===== config.mk =====
export PLATFORM = sky130hd
export DESIGN_NAME = sigmoid_and_derivative_unit
export DESIGN_NICKNAME = d
export VERILOG_FILES = /design/src/sad_pkg.sv /design/src/sad_front.sv /design/src/sad_fifo.sv /design/src/sad_back.sv /design/src/sigmoid_and_derivative_unit.sv
export SDC_FILE = /design/constraint.sdc
export NUM_CORES = 1
export LEC_CHECK = 0
export ABC_AREA = 1
export BUFFER_PORTS_ARGS = -buffer_cell sky130_fd_sc_hd__buf_4
export CAP_MARGIN = 20
export CORE_ASPECT_RATIO = 1.25
export CORE_UTILIZATION = 50
export DETAILED_ROUTE_END_ITERATION = 16
export HOLD_SLACK_MARGIN = 0.15
export PLACE_DENSITY = 0.73
export SLEW_MARGIN = 20
export SYNTH_ARGS = -nofsm -noshare
export SYNTH_HDL_FRONTEND = slang
export SYNTH_HIERARCHICAL = 1
export SYNTH_SLANG_ARGS = --single-unit

===== constraint.sdc =====
create_clock -name i_clk -period 8 [get_ports i_clk]
set_input_delay 1.6 -clock i_clk [delete_from_list [all_inputs] [get_ports i_clk]]
set_output_delay 1.6 -clock i_clk [all_outputs]
set_load 0.02 [all_outputs]

===== src/sad_pkg.sv =====
// sad_pkg: shared types, constants and the table generator for the sigmoid unit
// depends on nothing; used by sad_front, sad_fifo, sad_back and the top level
`timescale 1ns / 1ps
`default_nettype none

package sad_pkg;

    // fraction bits of the table position, Q4.12 input scaled by steps / 8
    localparam int FRAC_W = 15;
    localparam int Y_W    = 16;

    localparam logic [FRAC_W:0]  ROUND_HALF = (FRAC_W + 1)'(1 << (FRAC_W - 1));
    localparam logic [Y_W:0]     ONE_Q16    = (Y_W + 1)'(1 << Y_W);
    localparam logic [Y_W:0]     Y_MAX      = (Y_W + 1)'((1 << Y_W) - 1);
    localparam logic [2*Y_W:0]   DER_ROUND  = (2 * Y_W + 1)'(1 << (Y_W - 1));

    localparam int QUEUE_DEPTH = 4;
    localparam int QPTR_W      = 2;
    localparam int QCNT_W      = 3;

    typedef enum logic {
        KIND_VALUE = 1'b0,
        KIND_DERIV = 1'b1
    } t_kind;

    typedef struct packed {
        t_kind kind;
        logic  neg;
        logic  at_end;
    } t_ctl;

    // round(65536 * sigmoid(t)) saturated; evaluated at elaboration only
    function automatic int sig_q16(real t);
        real e_neg;
        real den;
        real y;
        int  v;
        e_neg = $exp(-t);
        den   = 1.0 + e_neg;
        y     = 0.75;
        // newton reciprocal, error squares each pass
        for (int i = 0; i < 8; i++) begin
            y = y * (2.0 - den * y);
        end
        v = $rtoi(65536.0 * y + 0.5);
        if (v > 65535) begin
            v = 65535;
        end
        return v;
    endfunction

endpackage

`default_nettype wire


===== src/sad_front.sv =====
// sad_front: classifies one request into sign, table index and fraction
// depends on sad_pkg
`timescale 1ns / 1ps
`default_nettype none

module sad_front #(
    parameter int TABLE_STEPS = 256
) (
    input  wire logic                             i_kind,
    input  wire logic signed [15:0]               i_x_in,
    output sad_pkg::t_ctl                         o_ctl,
    output logic [$clog2(TABLE_STEPS)-1:0]        o_idx,
    output logic [sad_pkg::FRAC_W-1:0]            o_frac
);

    localparam int KW = $clog2(TABLE_STEPS + 1);
    localparam int IW = $clog2(TABLE_STEPS);
    localparam int PW = sad_pkg::FRAC_W + KW;
    localparam logic [PW-1:0] STEPS_P = PW'(TABLE_STEPS);
    localparam logic [KW-1:0] STEPS_K = KW'(TABLE_STEPS);

    logic          w_neg;
    logic [15:0]   w_mag;
    logic [PW-1:0] w_pos;
    logic [KW-1:0] w_k;
    logic          w_end;

    // magnitude never exceeds 8.0, the most negative code maps to exactly 8.0
    assign w_neg = i_x_in[15];
    assign w_mag = w_neg ? (~i_x_in + 16'd1) : i_x_in;
    assign w_pos = PW'(w_mag) * STEPS_P;
    assign w_k   = w_pos[PW-1:sad_pkg::FRAC_W];
    assign w_end = (w_k == STEPS_K);

    assign o_ctl.kind   = i_kind ? sad_pkg::KIND_DERIV : sad_pkg::KIND_VALUE;
    assign o_ctl.neg    = w_neg;
    assign o_ctl.at_end = w_end;
    assign o_idx        = w_end ? '0 : w_k[IW-1:0];
    assign o_frac       = w_pos[sad_pkg::FRAC_W-1:0];

endmodule

`default_nettype wire


===== src/sad_fifo.sv =====
// sad_fifo: short show-ahead queue between the classify front and the back pipeline
// depends on sad_pkg for depth and pointer widths
`timescale 1ns / 1ps
`default_nettype none

module sad_fifo #(
    parameter int W = 32
) (
    input  wire logic          i_clk,
    input  wire logic          i_rst_n,
    input  wire logic          i_push,
    input  wire logic [W-1:0]  i_data,
    output logic               o_full,
    output logic               o_valid,
    input  wire logic          i_pop,
    output logic [W-1:0]       o_data,
    output logic [sad_pkg::QCNT_W-1:0] o_count
);

    logic [W-1:0]                 r_mem [sad_pkg::QUEUE_DEPTH];
    logic [sad_pkg::QPTR_W-1:0]   r_wr;
    logic [sad_pkg::QPTR_W-1:0]   r_rd;
    logic [sad_pkg::QCNT_W-1:0]   r_cnt;
    logic [sad_pkg::QCNT_W-1:0]   n_cnt;

    assign o_full  = (r_cnt == sad_pkg::QCNT_W'(sad_pkg::QUEUE_DEPTH));
    assign o_valid = (r_cnt != '0);
    assign o_data  = r_mem[r_rd];
    assign o_count = r_cnt;

    always_comb begin
        n_cnt = r_cnt;
        if (i_push && !i_pop) begin
            n_cnt = r_cnt + 1'b1;
        end else if (!i_push && i_pop) begin
            n_cnt = r_cnt - 1'b1;
        end
    end

    always_ff @(posedge i_clk) begin
        if (!i_rst_n) begin
            r_wr  <= '0;
            r_rd  <= '0;
            r_cnt <= '0;
        end else begin
            r_cnt <= n_cnt;
            if (i_push) begin
                r_wr <= r_wr + 1'b1;
            end
            if (i_pop) begin
                r_rd <= r_rd + 1'b1;
            end
        end
    end

    always_ff @(posedge i_clk) begin
        if (i_push) begin
            r_mem[r_wr] <= i_data;
        end
    end

endmodule

`default_nettype wire


===== src/sad_back.sv =====
// sad_back: table lookup, interpolation, sign fold and derivative, four stages
// depends on sad_pkg; the table is built at elaboration from TABLE_STEPS
`timescale 1ns / 1ps
`default_nettype none

module sad_back #(
    parameter int TABLE_STEPS = 256
) (
    input  wire logic                          i_clk,
    input  wire logic                          i_rst_n,
    input  wire logic                          i_valid,
    output logic                               o_stall,
    input  wire sad_pkg::t_ctl                 i_ctl,
    input  wire logic [$clog2(TABLE_STEPS)-1:0] i_idx,
    input  wire logic [sad_pkg::FRAC_W-1:0]    i_frac,
    output logic                               o_valid,
    input  wire logic                          i_stall,
    output logic [sad_pkg::Y_W-1:0]            o_y_out
);

    localparam int  YW    = sad_pkg::Y_W;
    localparam int  FW    = sad_pkg::FRAC_W;
    localparam int  MW    = YW + FW + 1;
    localparam real TSTEP = 8.0 / TABLE_STEPS;
    localparam int  TAB_END = sad_pkg::sig_q16(8.0);

    logic [YW-1:0] w_rom_lo [TABLE_STEPS];
    logic [YW-1:0] w_rom_dl [TABLE_STEPS];

    // each entry keeps the value and the step to the next one, so one read per item
    for (genvar g = 0; g < TABLE_STEPS; g++) begin : g_rom
        localparam int LO = sad_pkg::sig_q16(real'(g) * TSTEP);
        localparam int HI = sad_pkg::sig_q16(real'(g + 1) * TSTEP);
        localparam int DL = (HI > LO) ? (HI - LO) : 0;
        assign w_rom_lo[g] = YW'(LO);
        assign w_rom_dl[g] = YW'(DL);
    end

    logic w_rdy1, w_rdy2, w_rdy3, w_rdy4;

    logic          r_v1, r_v2, r_v3;
    sad_pkg::t_ctl r1_ctl, r2_ctl, r3_ctl;
    logic [YW-1:0] r1_lo, r1_dl, r2_lo, r3_s;
    logic [FW-1:0] r1_frac;
    logic [MW-1:0] r2_prod;
    logic [YW-1:0] r_y;
    logic          r_v4;

    logic [YW-1:0]   n_lo, n_dl, n_s, n_y;
    logic [MW-1:0]   n_prod;
    logic [YW:0]     w_v, w_vc, w_neg_s;
    logic [2*YW:0]   w_der;

    // a stage moves when it is empty or the one after it moves
    assign w_rdy4  = !r_v4 || !i_stall;
    assign w_rdy3  = !r_v3 || w_rdy4;
    assign w_rdy2  = !r_v2 || w_rdy3;
    assign w_rdy1  = !r_v1 || w_rdy2;
    assign o_stall = !w_rdy1;

    assign n_lo = i_ctl.at_end ? YW'(TAB_END) : w_rom_lo[i_idx];
    assign n_dl = i_ctl.at_end ? '0 : w_rom_dl[i_idx];

    assign n_prod = MW'(r1_dl) * MW'(r1_frac) + MW'(sad_pkg::ROUND_HALF);

    assign w_v     = (YW + 1)'(r2_lo) + (YW + 1)'(r2_prod[MW-1:FW]);
    assign w_vc    = (w_v > sad_pkg::Y_MAX) ? sad_pkg::Y_MAX : w_v;
    assign w_neg_s = sad_pkg::ONE_Q16 - w_vc;
    assign n_s     = r2_ctl.neg
                   ? ((w_neg_s > sad_pkg::Y_MAX) ? YW'(sad_pkg::Y_MAX) : w_neg_s[YW-1:0])
                   : w_vc[YW-1:0];

    assign w_der = (2 * YW + 1)'(r3_s) * (2 * YW + 1)'(sad_pkg::ONE_Q16 - (YW + 1)'(r3_s))
                 + sad_pkg::DER_ROUND;
    assign n_y   = (r3_ctl.kind == sad_pkg::KIND_DERIV) ? w_der[2*YW-1:YW] : r3_s;

    always_ff @(posedge i_clk) begin
        if (!i_rst_n) begin
            r_v1 <= 1'b0;
            r_v2 <= 1'b0;
            r_v3 <= 1'b0;
            r_v4 <= 1'b0;
        end else begin
            if (w_rdy1) r_v1 <= i_valid;
            if (w_rdy2) r_v2 <= r_v1;
            if (w_rdy3) r_v3 <= r_v2;
            if (w_rdy4) r_v4 <= r_v3;
        end
    end

    always_ff @(posedge i_clk) begin
        if (w_rdy1 && i_valid) begin
            r1_ctl  <= i_ctl;
            r1_lo   <= n_lo;
            r1_dl   <= n_dl;
            r1_frac <= i_frac;
        end
        if (w_rdy2 && r_v1) begin
            r2_ctl  <= r1_ctl;
            r2_lo   <= r1_lo;
            r2_prod <= n_prod;
        end
        if (w_rdy3 && r_v2) begin
            r3_ctl <= r2_ctl;
            r3_s   <= n_s;
        end
        if (w_rdy4 && r_v3) begin
            r_y <= n_y;
        end
    end

    assign o_valid = r_v4;
    assign o_y_out = r_y;

endmodule

`default_nettype wire


===== src/sigmoid_and_derivative_unit.sv =====
// sigmoid_and_derivative_unit: logistic sigmoid or its derivative, Q4.12 in, Q0.16 out
// depends on sad_pkg, sad_front, sad_fifo and sad_back
//
// Input channel: i_valid / o_stall with i_kind and i_x_in; a request is taken on an
// edge where i_valid is high and o_stall is low. i_kind low returns sigmoid(x), high
// returns s*(1-s).
// Output channel: o_valid / i_stall with o_y_out; a result leaves on an edge where
// o_valid is high and i_stall is low. One result per request, in request order.
// Throughput is one request per cycle while nothing stalls. A request passes through the
// 4-entry queue, then lookup, interpolation multiply, sign fold and derivative multiply
// into the output register.
// When the receiver holds i_stall, the back pipeline fills, then the queue; o_stall
// rises once the queue holds 4 requests. The output holds its result while stalled.
// Reset (synchronous, active low) empties the queue and the pipeline; the lookup
// table is constant logic built at elaboration from TABLE_STEPS.
`timescale 1ns / 1ps
`default_nettype none

module sigmoid_and_derivative_unit #(
    parameter int TABLE_STEPS = 256
) (
    input  wire logic               i_clk,
    input  wire logic               i_rst_n,
    input  wire logic               i_valid,
    output logic                    o_stall,
    input  wire logic               i_kind,
    input  wire logic signed [15:0] i_x_in,
    output logic                    o_valid,
    input  wire logic               i_stall,
    output logic [15:0]             o_y_out
);

    localparam int IW = $clog2(TABLE_STEPS);
    localparam int FW = sad_pkg::FRAC_W;
    localparam int CW = $bits(sad_pkg::t_ctl);
    localparam int QW = CW + IW + FW;

    sad_pkg::t_ctl             w_ctl, w_q_ctl;
    logic [IW-1:0]             w_idx, w_q_idx;
    logic [FW-1:0]             w_frac, w_q_frac;
    logic [QW-1:0]             w_q_data;
    logic                      w_push, w_full, w_q_valid, w_back_stall, w_pop;
    logic [sad_pkg::QCNT_W-1:0] w_q_cnt;

    sad_front #(.TABLE_STEPS(TABLE_STEPS)) u_front (
        .i_kind (i_kind),
        .i_x_in (i_x_in),
        .o_ctl  (w_ctl),
        .o_idx  (w_idx),
        .o_frac (w_frac)
    );

    assign w_push  = i_valid && !w_full;
    assign o_stall = w_full;
    assign w_pop   = w_q_valid && !w_back_stall;

    sad_fifo #(.W(QW)) u_fifo (
        .i_clk   (i_clk),
        .i_rst_n (i_rst_n),
        .i_push  (w_push),
        .i_data  ({w_ctl, w_idx, w_frac}),
        .o_full  (w_full),
        .o_valid (w_q_valid),
        .i_pop   (w_pop),
        .o_data  (w_q_data),
        .o_count (w_q_cnt)
    );

    assign w_q_ctl  = w_q_data[QW-1:IW+FW];
    assign w_q_idx  = w_q_data[IW+FW-1:FW];
    assign w_q_frac = w_q_data[FW-1:0];

    sad_back #(.TABLE_STEPS(TABLE_STEPS)) u_back (
        .i_clk   (i_clk),
        .i_rst_n (i_rst_n),
        .i_valid (w_q_valid),
        .o_stall (w_back_stall),
        .i_ctl   (w_q_ctl),
        .i_idx   (w_q_idx),
        .i_frac  (w_q_frac),
        .o_valid (o_valid),
        .i_stall (i_stall),
        .o_y_out (o_y_out)
    );

    // a taken request always leaves something in the queue on the next cycle
    a_push_lands: assert property (@(posedge i_clk) disable iff (!i_rst_n)
        (i_valid && !o_stall) |=> (w_q_cnt != '0))
        else $error("queue empty after a request was taken");

    // back pressure only appears after a request was pushed
    a_stall_cause: assert property (@(posedge i_clk) disable iff (!i_rst_n)
        $rose(o_stall) |-> $past(i_valid))
        else $error("o_stall rose without a pushed request");

    a_reset_empty: assert property (@(posedge i_clk)
        !i_rst_n |=> (!o_valid && !o_stall))
        else $error("pipeline not empty after reset");

endmodule

`default_nettype wire

# After elaboration in Yosys (flattened, before gate mapping)
# Memory sizes are Yosys's and may differ from the RTL's. A register that Yosys moved wholly into a read port is not among the register bits.
# Cells that the tools add are included.
[totals]
ff_bits = 111
memories = 3
wordCells = 72
romBits = 8192
ramBits = 72
in_bits = 21
out_inout_bits = 18
[op_classes]
n_reduce_logical = 21
eq_ne = 2
order_cmp = 2
bitwise = 2
add_sub_neg = 10
n_mux = 13
multipliers = 2
[mem_list]
columns = ["name", "depth", "word_bits", "read_ports", "rd_clocked_by_memory_dff", "wr", "line_no", "rtl"]
rows = [
  ["(no name shown)", 256, 16, 1, 1, 0, "sad_back.sv:62", "assign n_dl = i_ctl.at_end ? '0 : w_rom_dl[i_idx];"],
  ["(no name shown)", 256, 16, 1, 1, 0, "sad_back.sv:61", "assign n_lo = i_ctl.at_end ? YW'(TAB_END) : w_rom_lo[i_idx];"],
  ["u_fifo.r_mem", 4, 18, 1, 1, 1, "sad_fifo.sv:20", "logic [W-1:0] r_mem [sad_pkg::QUEUE_DEPTH];"],
]
[ops]
columns = ["cell", "count"]
rows = [
  ["$mux 16", 4],
  ["$gt 17x16->1 const B", 2],
  ["$mul 16x33->32", 1],
  ["$add 31x15->32 const B", 1],
  ["$add 32x16->32 const B", 1],
  ["$mul 16x15->31", 1],
  ["$sub 17x16->18 const A", 1],
  ["$add 16x17->17", 1],
  ["$mux 17", 1],
  ["$sub 17x17->17 const A", 1],
  ["$add 16x1->16 const B", 1],
  ["$not 16->16", 1],
  ["$eq 9x9->1 const B", 1],
  ["$not 8->9", 1],
  ["$logic_not 1->1", 8],
  ["$mux 8", 1],
  ["$logic_and 1x1->1", 7],
  ["$mux 3", 2],
  ["$add 2x1->2 const B", 2],
  ["$logic_or 1x1->1", 4],
  ["$mux 2", 2],
  ["$add 3x1->3 const B", 1],
  ["$eq 3x3->1 const B", 1],
  ["$mux 1", 3],
  ["3 further kinds", 3],
]

# Longest topological paths before layout
[depth]
word_depth = 9
ltp_mapped = 35
ltp_nobuf = 33

# Hierarchy
# The synthesis kept the hierarchy.
[by_module_without_submodules]
columns = ["module", "area_each_um2", "instances", "seq_area_each_um2", "cells_each"]
rows = [
  ["sad_back", 23994.3, 1, 3233.1, 3254],
  ["sad_fifo", 4292.9, 1, 3303.2, 310],
  ["sad_front", 603.1, 1, 0.0, 111],
  ["sigmoid_and_derivative_unit", 20.0, 1, 0.0, 4],
]

# Worst setup path before layout
# OpenSTA, ideal clock, no wires.
[synth_path]
path_type = "reg2reg"
start = "register u_back.r3_s[0]"
end = "register u_back.r_y[11] (netlist: u_back/o_y_out[11]), data pin"
period_less_slack_ns = 7.156
required_ns = 7.747
stages_incl_launch_ff = 31
t_arrival_ns = 6.902
path_buffers = 3
setup_slack_ns = 0.844
path_cell_list = "edfxtp_1 -> clkbuf_1 -> inv_1 -> buf_1 -> ha_1 -> nand4_1 -> nor4_2 -> nand2_1 -> nor3_1 -> ha_1 -> clkbuf_1 -> inv_1 -> nand2_1 -> fa_1 -> fa_1 -> inv_1 -> fa_1 -> fa_1 -> fa_1 -> inv_1 -> fa_1 -> inv_1 -> ha_1 -> a21oi_1 -> o21ai_0 -> a21oi_1 -> nand3_1 -> a21o_1 -> or2_2 -> nand3_1 -> nand2_1"
[synth_via]
elab_chain_len = 4
[synth_lines]
columns = ["item", "line_no", "rtl"]
rows = [
  ["start, declared", "sad_back.sv:43", "logic [YW-1:0] r1_lo, r1_dl, r2_lo, r3_s;"],
  ["start signal, assigned", "sad_back.sv:105", "r3_s <= n_s;"],
  ["$sub 17x16->18", "sad_back.sv:73", "assign w_der = (2 * YW + 1)'(r3_s) * (2 * YW + 1)'(sad_pkg::ONE_Q16 - (YW + 1)'(r3_s))"],
  ["$mul 16x33->32 (*)", "sad_back.sv:73", ""],
  ["$add 32x16->32 (*)", "sad_back.sv:74", "+ sad_pkg::DER_ROUND;"],
  ["$mux 16 (*)", "sad_back.sv:75", "assign n_y = (r3_ctl.kind == sad_pkg::KIND_DERIV) ? w_der[2*YW-1:YW] : r3_s;"],
  ["named net u_back.n_y[11]", "sad_back.sv:49", "logic [YW-1:0] n_lo, n_dl, n_s, n_y;"],
  ["end signal, assigned", "sad_back.sv:108", "r_y <= n_y;"],
  ["end, declared", "sad_back.sv:46", "logic [YW-1:0] r_y;"],
]
# Mark *: on every way through the listed nets, which the timed path passes. The rest lies on a longest branch.
# A chain may end at the register's enable or synchronous reset.

# Final worst setup path
[layout_path]
start = "register u_back.r3_s[1]"
end = "register u_back.r_y[6] (netlist: u_back/o_y_out[6]), data pin"
# The elaborated chain is that of the path after synthesis.

==> out/metrics.cfg <==
[route]
dr.pass1.iters = 8
ant_nets = 0
finalWirelength_um = 98100
viasPerCell = 5.73
drt_iter0_drc = 2319
routedWlPerCell_um = 22.1
drc = 0
num_vias = 25400

[layout]
area_growth_pct = 6.41
postLayoutCoreUtil = 0.538
fillers = 5448
drive_gt1_frac = 0.0535
layout.nets = 4279

[placed_design]
dp_hpwl_um = 75900
gp_congestion = 1.08
numPortBuffers = 38

[setup_path]
path_common_cell = nand2_1
crit_required_ps = 8280
arrival_ps = 7820
cp-start-kind = flip-flop
critPathTopFamily = adder cells
path_buf_inv = 7
cpPeakStageDelay_ps = 540
r2r_slack_ps = 450
crit_path_max_fanout = 10
criticalPathCategory = flip-flop to flip-flop
critPathCaptureType = flip-flop
rr_worst_depth = 30
slowest_stage = fa_1
r2r_start = u_back/r3_s[1]$_DFFE_PP_
rr_endpoint = u_back/o_y_out[6]$_DFFE_PP_

[grt]
use_met3 = 0.0585
grt_max_degree = 57
grt_pass1_vias = 25800
grt_pass1_wl_um = 149000
busiest_layer = met2
met2_usage = 0.576
grt_antenna_before_repair = 2
grtUsageTotal = 0.339
overflow = 0
use_met1 = 0.380

[synthesis]
synth-seq-cells = 222
synth_edf_count = 209
yosysUniqueCellTypes = 64
synth_top_family_by_area = adder cells
ys_seq_area_frac = 0.226
synth_cells = 3679
netlist_area_sq_um = 28900
synthXorXnorAreaFrac = 0.00874
synth-compound-area-share = 0.105
synth_top_area_frac = 0.217
yosys.area_share.simple = 0.198
synthArstFlopShare = 0
synth.avg_cell_area_sq_um = 7.86
synth_ff_type = edfxtp_1
yosys.area.top_type = edfxtp_1
ys_top_cells_by_count = nand2_1, inv_1, nor2_1, fa_1, ha_1
synth_area_leaders = edfxtp_1, fa_1, ha_1, nand2_1, inv_1
yosysMostFrequentCell = nand2_1
muxShareOfSynthArea = 0
yosys_warnings = 6
synthAdderAreaFrac = 0.337

[sta]
maxSlewViolCount = 0
finalCritPeriodShare = 0.943
rsz0062_at_grt = false
clock.fmax_ghz = 0.133
tightestPinTransition_ps = 1280
timing.setup.tns_ps = 0
setup_violations = 0
min_period_ps = 7550
max_slew_margin = 0.145
final-hold-violation-count = 0
fin_skew_ps = 25.0

[floorplanning]
die_x_um = 217
ios = 39
die_h_um = 271
die_area_sq_um = 58800
initial_core_util = 0.506
rows = 98
coreArea_sq_um = 57100

[clock_tree]
cts_tree = built
ctsHoldBuffers = 0
ctsLongestPathBuffers = 3
clkSlewWorstSetupHoldPaths_ps = 60
cts_root_buf = clkbuf_16
clk_latency_ps = 560
clock_sinks = 222
numCtsBuffers = 24
htreeDepth = 1

[worst_hold_path]
hold_depth = 0
holdCritStartpoint = u_back/r1_lo[10]$_SDFFCE_PP1P_
min_to = u_back/r2_lo[10]$_DFFE_PP_
min_path_type = flip-flop to flip-flop

[outcome]
outcome = finished, final reports clean

[flow_run]
max_cap_viol_count = 0

-- registers in the layout, summed over array words and instances (netlist names), 2 cells and up, named ones only --
name	flops
u_fifo/r_rd	2
u_back/r3_s	16
u_back/r1_lo	15
u_back/o_y_out	16
u_back/r2_prod	13
u_back/r2_lo	15
u_fifo/o_count	3
u_back/r1_dl	10
u_fifo/r_mem	104
u_fifo/r_wr	2
u_back/r1_frac	15
u_back/r2_ctl	2
u_back/r1_ctl	2
-- per-stage QoR --
step / instance area (sq um) / worst slack [ps] / hold WS (ps) / instances
floorplan: 29000 / 844 / 400 / 3697
global placement: 30000 / 592 / 401 / 4391
detailed placement: 30000 / 495 / 405 / 4391
CTS: 30800 / 473 / 422 / 4434
global route: 30800 / 12.9 / 428 / 4434
finish: 30800 / 455 / 421 / 4435
-- placed cells by master, fill, tap and decap left out, drive strengths merged, types with 13 or more instances in the layout --
cell type / synthesis / final
edfxtp: 209 / 209
o21ai: 212 / 212
ha: 278 / 278
nand2: 777 / 777
conb: 3 / 21
a31oi: 18 / 18
buf: 70 / 92
inv: 769 / 770
nand3: 137 / 137
clkbuf: 78 / 27
o211ai: 28 / 28
fa: 313 / 313
a21oi: 140 / 140
o2111ai: 15 / 15
xor2: 22 / 22
nand4: 19 / 19
clkinv: 5 / 16
o22ai: 45 / 45
nor2: 400 / 400
nor3: 29 / 29
dfxtp: 13 / 13
-- cell type report --
class                      count  area [sq um]  area share
sequential                   222          6540       0.212
antenna                        1          2.50   0.0000813
clock buffer                  27           612      0.0199
tap                          750           938      0.0305
inverter                     774          2910      0.0945
timing repair buffer          92           691      0.0225
multi-input combinational   2553         18900       0.615
clock inverter                16           170     0.00553
-- kinds of logic after synthesis --
logic type      Yosys count
compound gates          521
flops                   222
fa+ha+maj               591
simple gates           1392
xor+xnor                 28
other cells               3
buf+inv                 922
-- metal layers --
layer	up-vias	share of wire
li1	11600	-
met1	12100	0.36
met2	1322	0.48
met3	424	0.078
met4	2	0.085
met5	-	0.00014
-- worst max-delay path by stage --
| stage | startpoint | to | slack (ps) | cells past startpoint |
|---|---|---|---|---|
| 4_1_cts | u_back/r3_s[1]$_DFFE_PP_ | u_back/o_y_out[6]$_DFFE_PP_ | 470 | 30 |
| 5_1_grt | u_back/r3_s[1]$_DFFE_PP_ | u_back/o_y_out[6]$_DFFE_PP_ | 10 | 33 |
| 3_5_place_dp | u_back/r3_s[1]$_DFFE_PP_ | u_back/o_y_out[6]$_DFFE_PP_ | 490 | 30 |
| 6_report | u_back/r3_s[1]$_DFFE_PP_ | u_back/o_y_out[6]$_DFFE_PP_ | 450 | 30 |
| 3_3_place_gp | u_back/r3_s[1]$_DFFE_PP_ | u_back/o_y_out[6]$_DFFE_PP_ | 590 | 30 |
| 2_1_floorplan | u_back/r3_s[0]$_DFFE_PP_ | u_back/o_y_out[11]$_DFFE_PP_ | 840 | 30 |
-- what timing repair did --
action                     CTS  global route
resized for setup            0             2
buffers inserted             0             0
setup endpoints to repair    0             4
Power is not shown: default switching activity piles up to over one toggle a cycle in this logic, so the estimate is an artifact.
